### src/hw/rtl/mck_pkg.sv
// Shared types, constants and the Morse code lookup for the character keyer.
package mck_pkg;

  localparam int unsigned DitW = 10;
  localparam int unsigned DurW = 13;
  localparam int unsigned CharW = 8;
  localparam int unsigned MaxElems = 5;
  localparam int unsigned LenW = 3;
  localparam logic [DitW-1:0] DitReset = 10'd50;

  // Multiple of the dit time that the duration unit produces.
  typedef enum logic [1:0] {
    MUL_ONE,
    MUL_TWO,
    MUL_FIVE,
    MUL_SIX
  } mult_e;

  // One looked-up character: element count and dash mask, first element in bit 0.
  typedef struct packed {
    logic                is_space;
    logic [LenW-1:0]     len;
    logic [MaxElems-1:0] pat;
  } code_t;

  function automatic code_t morse_lookup(logic [CharW-1:0] ch);
    logic [CharW-1:0] c;
    code_t r;
    c = ch;
    if ((ch >= "a") && (ch <= "z")) begin
      c = ch - 8'd32;
    end
    r.is_space = 1'b0;
    r.len = 3'd0;
    r.pat = 5'b00000;
    case (c)
      "A": begin r.len = 3'd2; r.pat = 5'b00010; end
      "B": begin r.len = 3'd4; r.pat = 5'b00001; end
      "C": begin r.len = 3'd4; r.pat = 5'b00101; end
      "D": begin r.len = 3'd3; r.pat = 5'b00001; end
      "E": begin r.len = 3'd1; r.pat = 5'b00000; end
      "F": begin r.len = 3'd4; r.pat = 5'b00100; end
      "G": begin r.len = 3'd3; r.pat = 5'b00011; end
      "H": begin r.len = 3'd4; r.pat = 5'b00000; end
      "I": begin r.len = 3'd2; r.pat = 5'b00000; end
      "J": begin r.len = 3'd4; r.pat = 5'b01110; end
      "K": begin r.len = 3'd3; r.pat = 5'b00101; end
      "L": begin r.len = 3'd4; r.pat = 5'b00010; end
      "M": begin r.len = 3'd2; r.pat = 5'b00011; end
      "N": begin r.len = 3'd2; r.pat = 5'b00001; end
      "O": begin r.len = 3'd3; r.pat = 5'b00111; end
      "P": begin r.len = 3'd4; r.pat = 5'b00110; end
      "Q": begin r.len = 3'd4; r.pat = 5'b01011; end
      "R": begin r.len = 3'd3; r.pat = 5'b00010; end
      "S": begin r.len = 3'd3; r.pat = 5'b00000; end
      "T": begin r.len = 3'd1; r.pat = 5'b00001; end
      "U": begin r.len = 3'd3; r.pat = 5'b00100; end
      "V": begin r.len = 3'd4; r.pat = 5'b01000; end
      "W": begin r.len = 3'd3; r.pat = 5'b00110; end
      "X": begin r.len = 3'd4; r.pat = 5'b01001; end
      "Y": begin r.len = 3'd4; r.pat = 5'b01101; end
      "Z": begin r.len = 3'd4; r.pat = 5'b00011; end
      "0": begin r.len = 3'd5; r.pat = 5'b11111; end
      "1": begin r.len = 3'd5; r.pat = 5'b11110; end
      "2": begin r.len = 3'd5; r.pat = 5'b11100; end
      "3": begin r.len = 3'd5; r.pat = 5'b11000; end
      "4": begin r.len = 3'd5; r.pat = 5'b10000; end
      "5": begin r.len = 3'd5; r.pat = 5'b00000; end
      "6": begin r.len = 3'd5; r.pat = 5'b00001; end
      "7": begin r.len = 3'd5; r.pat = 5'b00011; end
      "8": begin r.len = 3'd5; r.pat = 5'b00111; end
      "9": begin r.len = 3'd5; r.pat = 5'b01111; end
      " ": begin r.is_space = 1'b1; end
      default: begin r.len = 3'd0; end
    endcase
    return r;
  endfunction

endpackage

### src/hw/rtl/mck_dur_unit.sv
// Shared shift-and-add unit that scales the dit time by a small constant.
module mck_dur_unit (
  input  logic [mck_pkg::DitW-1:0] dit_i,
  input  mck_pkg::mult_e           mult_i,
  output logic [mck_pkg::DurW-1:0] dur_o
);

  logic [mck_pkg::DurW-1:0] d1;
  logic [mck_pkg::DurW-1:0] d2;
  logic [mck_pkg::DurW-1:0] d4;
  logic [mck_pkg::DurW-1:0] add_a;
  logic [mck_pkg::DurW-1:0] add_b;

  assign d1 = {{(mck_pkg::DurW-mck_pkg::DitW){1'b0}}, dit_i};
  assign d2 = d1 << 1;
  assign d4 = d1 << 2;

  // One adder serves every multiple: 1 = d+0, 2 = 2d+0, 5 = 4d+d, 6 = 4d+2d.
  always_comb begin
    case (mult_i)
      mck_pkg::MUL_ONE: begin
        add_a = d1;
        add_b = '0;
      end
      mck_pkg::MUL_TWO: begin
        add_a = d2;
        add_b = '0;
      end
      mck_pkg::MUL_FIVE: begin
        add_a = d4;
        add_b = d1;
      end
      mck_pkg::MUL_SIX: begin
        add_a = d4;
        add_b = d2;
      end
      default: begin
        add_a = '0;
        add_b = '0;
      end
    endcase
  end

  assign dur_o = add_a + add_b;

endmodule

### src/hw/rtl/mck_seq.sv
// Segment sequencer: walks the elements of one character and registers each segment.
module mck_seq (
  input  logic                      clk_i,
  input  logic                      rst_ni,
  input  logic                      start,
  input  logic [mck_pkg::CharW-1:0] ascii_char_i,
  output logic                      busy,
  output mck_pkg::mult_e            mult_o,
  input  logic [mck_pkg::DurW-1:0]  dur_i,
  output logic                      strobe_o,
  output logic                      key_on_o,
  output logic [mck_pkg::DurW-1:0]  duration_ms_o,
  output logic                      last_o
);

  localparam logic [2:0] S_IDLE  = 3'd0;
  localparam logic [2:0] S_ON    = 3'd1;
  localparam logic [2:0] S_GAP   = 3'd2;
  localparam logic [2:0] S_SPACE = 3'd3;
  localparam logic [2:0] S_FINAL = 3'd4;

  logic [2:0] state_q, state_d;
  logic [mck_pkg::MaxElems-1:0] pat_q, pat_d;
  logic [mck_pkg::LenW-1:0] left_q, left_d;
  logic strobe_q, strobe_d;
  logic key_q, key_d;
  logic last_q, last_d;
  logic [mck_pkg::DurW-1:0] dur_q;
  logic accept;
  mck_pkg::code_t code;

  assign busy   = (state_q != S_IDLE);
  assign accept = start && !busy;
  assign code   = mck_pkg::morse_lookup(ascii_char_i);

  always_comb begin
    state_d  = state_q;
    pat_d    = pat_q;
    left_d   = left_q;
    strobe_d = 1'b0;
    key_d    = 1'b0;
    last_d   = 1'b0;
    mult_o   = mck_pkg::MUL_ONE;
    case (state_q)
      S_IDLE: begin
        if (accept) begin
          pat_d  = code.pat;
          left_d = code.len;
          if (code.len != '0) begin
            state_d = S_ON;
          end else if (code.is_space) begin
            state_d = S_SPACE;
          end else begin
            state_d = S_FINAL;
          end
        end
      end
      S_ON: begin
        strobe_d = 1'b1;
        key_d    = 1'b1;
        mult_o   = pat_q[0] ? mck_pkg::MUL_SIX : mck_pkg::MUL_TWO;
        state_d  = S_GAP;
      end
      S_GAP: begin
        strobe_d = 1'b1;
        mult_o   = mck_pkg::MUL_ONE;
        pat_d    = pat_q >> 1;
        left_d   = left_q - 1'b1;
        state_d  = (left_q == 3'd1) ? S_FINAL : S_ON;
      end
      S_SPACE: begin
        strobe_d = 1'b1;
        mult_o   = mck_pkg::MUL_FIVE;
        state_d  = S_FINAL;
      end
      S_FINAL: begin
        strobe_d = 1'b1;
        last_d   = 1'b1;
        mult_o   = mck_pkg::MUL_FIVE;
        state_d  = S_IDLE;
      end
      default: begin
        state_d = S_IDLE;
      end
    endcase
  end

  always_ff @(posedge clk_i or negedge rst_ni) begin
    if (!rst_ni) begin
      state_q  <= S_IDLE;
      left_q   <= '0;
      strobe_q <= 1'b0;
    end else begin
      state_q  <= state_d;
      left_q   <= left_d;
      strobe_q <= strobe_d;
    end
  end

  always_ff @(posedge clk_i) begin
    pat_q  <= pat_d;
    key_q  <= key_d;
    last_q <= last_d;
    dur_q  <= dur_i;
  end

  assign strobe_o      = strobe_q;
  assign key_on_o      = key_q;
  assign duration_ms_o = dur_q;
  assign last_o        = last_q;

`ifndef ASSERT_OFF
  a_final_gives_last: assert property (@(posedge clk_i) disable iff (!rst_ni)
    (state_q == S_FINAL) |=> (strobe_o && last_o))
    else $error("final state did not emit the closing gap");

  a_mid_segment_busy: assert property (@(posedge clk_i) disable iff (!rst_ni)
    (strobe_o && !last_o) |-> busy)
    else $error("sequencer went idle before the closing gap");

  a_accept_quiet: assert property (@(posedge clk_i) disable iff (!rst_ni)
    accept |=> (busy && !strobe_o))
    else $error("accepted request did not start a clean run");

  a_key_only_strobed: assert property (@(posedge clk_i) disable iff (!rst_ni)
    (strobe_o && key_on_o) |-> !last_o)
    else $error("keyed segment marked as last");
`endif

endmodule

### src/hw/rtl/morse_char_keyer_top.sv
// Top level of the Morse character keyer: dit time register, sequencer and duration unit.
// An accepted request moves the sequencer out of idle; each segment is then registered with its strobe.
// Throughput: one segment per cycle; a character gives 2*elements+1 segments (space 2,
// unknown 1), busy stays high while the sequencer steps through them, and the sequencer
// takes no new request until busy is low again, once the closing gap has been registered.
// Reset (rst_ni low, asynchronous) idles the sequencer and sets the dit time to 50 ms.
// Segments are strobed for one cycle each; the receiver has no way to stall them.
module morse_char_keyer_top (
  input  logic                      clk_i,
  input  logic                      rst_ni,
  input  logic                      start,
  output logic                      busy,
  input  logic [mck_pkg::CharW-1:0] ascii_char_i,
  input  logic                      cfg_valid_i,
  output logic                      cfg_ready_o,
  input  logic [mck_pkg::DitW-1:0]  cfg_data_i,
  output logic                      strobe_o,
  output logic                      key_on_o,
  output logic [mck_pkg::DurW-1:0]  duration_ms_o,
  output logic                      last_o
);

  // The dit time is held here and fed to the duration unit every cycle.
  logic [mck_pkg::DitW-1:0] dit_q;
  mck_pkg::mult_e           mult;
  logic [mck_pkg::DurW-1:0] dur;

  // Configuration requests are taken whenever no character is in flight or being
  // requested, so a new dit time never lands on the same edge as a character.
  assign cfg_ready_o = !busy && !start;

  always_ff @(posedge clk_i or negedge rst_ni) begin
    if (!rst_ni) begin
      dit_q <= mck_pkg::DitReset;
    end else if (cfg_valid_i && cfg_ready_o) begin
      dit_q <= cfg_data_i;
    end
  end

  // The sequencer picks the multiple of the dit time for the segment it is about
  // to register; the shared unit turns that into a duration in milliseconds.
  mck_dur_unit u_dur (
    .dit_i  (dit_q),
    .mult_i (mult),
    .dur_o  (dur)
  );

  mck_seq u_seq (
    .clk_i         (clk_i),
    .rst_ni        (rst_ni),
    .start         (start),
    .ascii_char_i  (ascii_char_i),
    .busy          (busy),
    .mult_o        (mult),
    .dur_i         (dur),
    .strobe_o      (strobe_o),
    .key_on_o      (key_on_o),
    .duration_ms_o (duration_ms_o),
    .last_o        (last_o)
  );

endmodule

### config.mk
export PLATFORM = sky130hd
export DESIGN_NAME = morse_char_keyer_top
export DESIGN_NICKNAME = d
export VERILOG_FILES = /design/src/hw/rtl/mck_pkg.sv /design/src/hw/rtl/mck_dur_unit.sv /design/src/hw/rtl/mck_seq.sv /design/src/hw/rtl/morse_char_keyer_top.sv
export SDC_FILE = /design/constraint.sdc
export NUM_CORES = 1
export LEC_CHECK = 0
export BUFFER_PORTS_ARGS = -buffer_cell sky130_fd_sc_hd__clkbuf_2
export CAP_MARGIN = 20
export CORE_MARGIN = 4
export CORE_UTILIZATION = 40
export DETAILED_ROUTE_END_ITERATION = 12
export GPL_ROUTABILITY_DRIVEN = 0
export HOLD_SLACK_MARGIN = 0.12
export PLACE_DENSITY = 0.64
export SLEW_MARGIN = 20
export SYNTH_ARGS = -nofsm -noshare
export SYNTH_HDL_FRONTEND = slang
export SYNTH_HIERARCHICAL = 1
export SYNTH_SLANG_ARGS = --single-unit
### constraint.sdc
create_clock -name clk_i -period 7.1 [get_ports clk_i]
set_input_delay 1.42 -clock clk_i [delete_from_list [all_inputs] [get_ports clk_i]]
set_output_delay 1.42 -clock clk_i [all_outputs]
set_load 0.03 [all_outputs]
Yosys cells after proc, flatten, opt, wreduce, memory -nomap -nowiden
Index checks and enable logic that the tools add are counted.
{"block": "word_totals", "reg_bits": 37, "inputBits": 22, "out_inout_bits": 18, "elab_cells": 107}
{"block": "op_classes", "add_sub_neg": 3, "n_lt_le_gt_ge": 2, "eq_ne": 46, "mux": 20, "n_reduce_logical": 28}
{"op": "$eq A8 B7 Y1 const B", "n": 26}
{"op": "$pmux W5 S18", "n": 1}
{"op": "$eq A8 B6 Y1 const B", "n": 11}
{"op": "$pmux W13 S3", "n": 2}
{"op": "$reduce_or A2 Y1", "n": 8}
{"op": "$mux W3", "n": 5}
{"op": "$pmux W3 S5", "n": 1}
{"op": "$add A13 B13 Y13", "n": 1}
{"op": "$pmux W3 S4", "n": 1}
{"op": "$reduce_or A12 Y1", "n": 1}
{"op": "$reduce_or A4 Y1", "n": 3}
{"op": "$pmux W5 S2", "n": 1}
{"op": "$reduce_or A10 Y1", "n": 1}
{"op": "$ge A8 B7 Y1 const B", "n": 1}
{"op": "$le A8 B7 Y1 const B", "n": 1}
{"op": "$mux W8", "n": 1}
{"op": "$reduce_or A8 Y1", "n": 1}
{"op": "$sub A8 B6 Y8 const B", "n": 1}
{"op": "$eq A3 B1 Y1 const B", "n": 2}
{"op": "$eq A3 B2 Y1 const B", "n": 2}
{"op": "$pmux W3 S2", "n": 1}
{"op": "$reduce_bool A3 Y1", "n": 2}
{"op": "$mux W5", "n": 1}
{"op": "$reduce_or A5 Y1", "n": 1}
{"op": "15 further kinds", "n": 23}

Logic depth before layout (Yosys ltp)
{"block": "logic_depth", "ltp_word": 10, "mapped_depth": 12}

Cells and area by module
Netlist, hierarchy kept.
{"mod": "mck_seq", "instances": 1, "cells_each": 178, "area_each_um2": 1511.4, "seq_area_each_um2": 625.6}
{"mod": "mck_dur_unit", "instances": 1, "cells_each": 91, "area_each_um2": 685.7, "seq_area_each_um2": 0.0}
{"mod": "morse_char_keyer_top", "instances": 1, "cells_each": 23, "area_each_um2": 394.1, "seq_area_each_um2": 254.0}

Least setup slack after synthesis
No wires, ideal clock.
{"block": "synth_path", "path_type": "input-to-output", "start": "input port start", "end": "output port cfg_ready_o", "arrival_ns": 1.833, "required_ns": 5.680, "path_slack_ns": 3.847, "stages": 1, "n_path_buf": 0, "cell_sequence": "nor2_1"}
{"block": "synth_via", "elab_chain_len": 2}
{"element": "start, declared", "line_no": "morse_char_keyer_top.sv:11", "text": "input logic start,"}
{"element": "$logic_not A1 Y1", "line_no": "morse_char_keyer_top.sv:30", "text": "assign cfg_ready_o = !busy && !start;"}
{"element": "$logic_and A1 B1 Y1", "line_no": "morse_char_keyer_top.sv:30"}
{"element": "end, declared", "line_no": "morse_char_keyer_top.sv:15", "text": "output logic cfg_ready_o,"}
Every way passes these cells.

Worst setup path after layout
{"block": "layout_path", "start": "register u_seq.state_q[2]", "end": "register u_seq.dur_q, in the netlist u_seq/duration_ms_o[11]"}
{"block": "layout_via", "elab_chain_len": 7, "elab_cells_between_ends": 14, "classes_between": "1 x add/sub; 6 x eq/ne; 3 x mux; 4 x reduce/logical"}
{"element": "start, declared", "line_no": "mck_seq.sv:22", "text": "logic [2:0] state_q, state_d;"}
{"element": "start signal, assigned", "line_no": "mck_seq.sv:94", "text": "state_q <= state_d;"}
{"element": "$eq A3 B3 Y1 or $eq A3 B2 Y1 (tied branches)", "line_no": "mck_seq.sv:44", "text": "case (state_q)"}
{"element": "$reduce_or A2 Y1 (no line)"}
{"element": "$pmux W2 S2 *", "line_no": "mck_seq.sv:44"}
{"element": "named net mult[0]", "line_no": "morse_char_keyer_top.sv:25", "text": "mck_pkg::mult_e mult;"}
{"element": "$eq A2 B2 Y1 (tied with other cells)", "line_no": "mck_dur_unit.sv:20", "text": "case (mult_i)"}
{"element": "$reduce_or A2 Y1 (no line)"}
{"element": "$pmux W13 S3", "line_no": "mck_dur_unit.sv:20"}
{"element": "$add A13 B13 Y13 *", "line_no": "mck_dur_unit.sv:44", "text": "assign dur_o = add_a + add_b;"}
{"element": "named net dur (one bit)", "line_no": "morse_char_keyer_top.sv:26", "text": "logic [mck_pkg::DurW-1:0] dur;"}
{"element": "end signal, assigned", "line_no": "mck_seq.sv:104", "text": "dur_q <= dur_i;"}
{"element": "end, declared", "line_no": "mck_seq.sv:28", "text": "logic [mck_pkg::DurW-1:0] dur_q;"}
The timed path passes the listed nets; every way through them passes the cells marked *. The select of a mux whose other input is x is not followed.
A chain may end at the register's enable or synchronous reset.

==> results.py <==
metrics = {
    "clocking": {
        "postCtsSetupRepairBufs": 0,
        "clock_buffers_created_by_tritoncts": 5,
        "clk_buf_depth": 2,
        "post_cts_resize_count": 0,
        "cts.root.buffer_cell": "sky130_fd_sc_hd__clkbuf_8",
        "cts_htree_levels": 2,
        "worstSkewPairLatency_ns": 0.28,
        "hold_fix_buffers_cts": 0,
        "cts.sink_count": 37,
        "clk_transition_reported_paths_ns": 0.07,
        "cts_tree": "yes",
    },
    "timing": {
        "fin_crit_ns": 3.45,
        "final.hold.worst_slack_ns": 0.542,
        "worst_clock_skew_ns": 0.00602,
        "report.final.slew_viol_count": 0,
        "finalSetupViolCount": 0,
        "maxSlewHeadroom_pct": 37.2,
        "achievable-frequency_ghz": 0.290,
        "crit_share_post_route_pct": 48.6,
        "final.setup.tns_ns": 0,
        "worst_pin_slew_ns": 0.938,
        "rsz0062_at_grt": "false",
        "final_hold_viol_count": 0,
    },
    "worst_setup_path": {
        "worst_ep_arrival_time_ns": 3.63,
        "timing.critical_path.fanout_max": 15,
        "reg2reg_setup_slack_ns": 3.65,
        "critPathRequiredTime_ns": 7.28,
        "critPathKind": "register to register",
        "worstSetupStartpointType": "register",
        "cp-end-kind": "register",
    },
    "yosys": {
        "synth.distinct_cells": 57,
        "synth_sequential_area_ratio_pct": 33.9,
        "syn_nets": 326,
        "yosysTopAreaCell": "sky130_fd_sc_hd__dfrtp_1",
        "post_synth_most_frequent_cells": "sky130_fd_sc_hd__nor2_1 (25), sky130_fd_sc_hd__mux2_2 (21), sky130_fd_sc_hd__a21oi_1 (20)",
        "synth-seq-cells": 37,
        "synthesis.instances": 292,
        "post_synth.cell_area_avg_um2": 8.87,
        "yosys.area.top_type_share_pct": 13.5,
        "count_of_yosys_warnings_during_synthesis": 6,
        "synth_area_leaders": "sky130_fd_sc_hd__dfrtp_1 (14%), sky130_fd_sc_hd__dfxtp_1 (12%), sky130_fd_sc_hd__mux2_2 (9.1%), sky130_fd_sc_hd__edfxtp_1 (5.8%), sky130_fd_sc_hd__ha_1 (5.8%)",
        "synth_ff_type": "sky130_fd_sc_hd__dfxtp_1",
        "dominant_cell_by_count_in_the_synthesized_netlist": "sky130_fd_sc_hd__nor2_1",
        "total_standard_cell_area_after_synthesis_um2": 2590,
        "synth-edff-count": 5,
        "asyncSetResetFlopFracSynth_pct": 45.9,
    },
    "drt": {
        "drc_errors": 0,
        "drt_wl_total_um": 5330,
        "average_routed_wire_per_standard_cell_um": 13.4,
        "detail_route.vias_per_cell": 5.58,
        "routed-via-count": 2214,
        "drt_first_pass_iters": 4,
        "postRouteAntennaNets": 0,
        "drt_iter0_drc": 83,
    },
    "die": {
        "io_pins": 40,
        "die_width_um": 88.5,
        "die_area_um2": 7830,
        "chipHeight_um": 88.5,
        "row_count": 29,
        "initial_core_util_pct": 41.0,
        "core_area_um2": 6310,
    },
    "power_and_ir_drop": {
        "ir_worst_vdd_v": 0.000295,
        "power.density_cell_area_nw_per_um2": 371,
        "design_power_total_uw": 1080,
        "p_leak_uw": 0.00127,
    },
    "global_route": {
        "pin_count_of_the_biggest_net_entering_global_routing": 25,
        "groute.usage.overall_pct": 13.5,
        "grt_overflow_total": 0,
        "grt_pass1_wl_um": 8510,
        "number_of_global_route_vias_before_repair": 1846,
        "grt_antenna_before_repair": 0,
    },
    "worst_hold_path": {
        "hp-class": "register to register",
    },
    "finish": {
        "insertedDiodeCount": 0,
        "drive_above_1_share_pct": 24.4,
        "syn_to_final_growth_pct": 12.0,
        "fillCellCount": 631,
        "final_cell_area_um2": 2900,
        "finish.cell_count_without_fillers": 397,
        "nNetsFinal": 353,
    },
    "place": {
        "portBuffers": 39,
        "placedInstanceArea_um2": 2790,
        "inst_count_dp": 389,
        "post-dp-hpwl_um": 4000,
    },
    "job": {
        "number_of_maximum_capacitance_constraint_violations": 0,
    },
    "run_status": {
        "run_status": "complete, no violations",
    },
}
[layout by cell type, fill, tap and decap left out, types with 3 or more instances in the layout]
cell type,instances
sky130_fd_sc_hd__and3_1,10
sky130_fd_sc_hd__and2_1,8
sky130_fd_sc_hd__xnor2_1,4
sky130_fd_sc_hd__nor3_1,6
sky130_fd_sc_hd__dfstp_2,3
sky130_fd_sc_hd__nor2b_1,10
sky130_fd_sc_hd__xor2_1,4
sky130_fd_sc_hd__nand2_1,17
sky130_fd_sc_hd__mux2_2,21
sky130_fd_sc_hd__nor3b_1,3
sky130_fd_sc_hd__nor2_1,25
sky130_fd_sc_hd__nand3_1,7
sky130_fd_sc_hd__o22ai_1,5
sky130_fd_sc_hd__edfxtp_1,5
sky130_fd_sc_hd__a21oi_1,20
sky130_fd_sc_hd__clkbuf_8,5
sky130_fd_sc_hd__a21o_1,3
sky130_fd_sc_hd__o21ai_0,16
sky130_fd_sc_hd__mux2i_1,4
sky130_fd_sc_hd__ha_1,12
sky130_fd_sc_hd__dfrtp_1,14
sky130_fd_sc_hd__inv_1,11
sky130_fd_sc_hd__dfxtp_1,15
sky130_fd_sc_hd__clkbuf_2,39
sky130_fd_sc_hd__a211oi_1,7
[flip-flops by register name (all words and copies together) (netlist names)]
signal               flops
dit_q                   10
u_seq/duration_ms_o     13
u_seq/key_on_o           1
u_seq/last_o             1
u_seq/left_q             3
u_seq/pat_q              5
u_seq/state_q            3
u_seq/strobe_o           1
[metal layers]
layer	global-route usage [%]	part of all wire, %	vias to the layer above
met2	21.0	45	54
met5	0	0	-
met1	18.9	48	1027
met4	4.12	1.5	0
li1	-	-	1127
met3	2.89	5.6	6
[cell type report]
cell class	count	area [um^2]	area share [%]
clock buffers	5	68.8	2.37
clock inverters	3	41.3	1.42
inverters	11	41.3	1.42
multi-input cells	224	1570	54.2
flip-flops and latches	37	880	30.3
well taps	77	96.3	3.32
repair buffers	40	203	6.98
[critical path, cell delays in order, from the launching register on]
cell,delay [ns]
sky130_fd_sc_hd__dfrtp_1,0.47
sky130_fd_sc_hd__nor3b_2,0.81
sky130_fd_sc_hd__mux2_2,0.43
sky130_fd_sc_hd__mux2_2,0.27
sky130_fd_sc_hd__ha_1,0.35
sky130_fd_sc_hd__and3_1,0.18
sky130_fd_sc_hd__a221oi_1,0.48
sky130_fd_sc_hd__o221ai_1,0.20
sky130_fd_sc_hd__o221a_2,0.15
[path summary, 6_finish.rpt]
path                                   from                      end  cells after the start
min in group asynchronous            rst_ni         u_seq/state_q[1]                      1
max in group asynchronous            rst_ni                 dit_q[4]                      1
min reg2reg                        dit_q[2]                 dit_q[2]                      1
max reg2reg                u_seq/state_q[2]  u_seq/duration_ms_o[11]                      8
max                        u_seq/state_q[2]  u_seq/duration_ms_o[11]                      8
min                                dit_q[2]                 dit_q[2]                      1
[power by group]
group,internal (uW),switching [uW]
Clock,103,73.0
Combinational,230,320
Sequential,307,45.8
Total,640,438
[cell families (layout without fill, tap and decap cells)]
logic type      Yosys count  in the layout  synth area share, %
flops                    37             37                 33.9
simple gates            100            100                 20.7
compound gates           79             79                 20.7
fa+ha+maj                12             12                 5.79
buf+inv                  31             59                 5.55
mux                      25             25                 10.7
xor+xnor                  8              8                 2.70
[per-stage QoR]
step | setup slack [ns] | utilization, %
after floorplan | 3.85 | -
after global placement | 3.55 | 44.2
after detailed placement | 3.46 | 44.2
after CTS | 3.64 | 46.0
after global routing | 3.45 | 46.0
final | 3.65 | 46.0
Power figures use the tool's default switching activity.
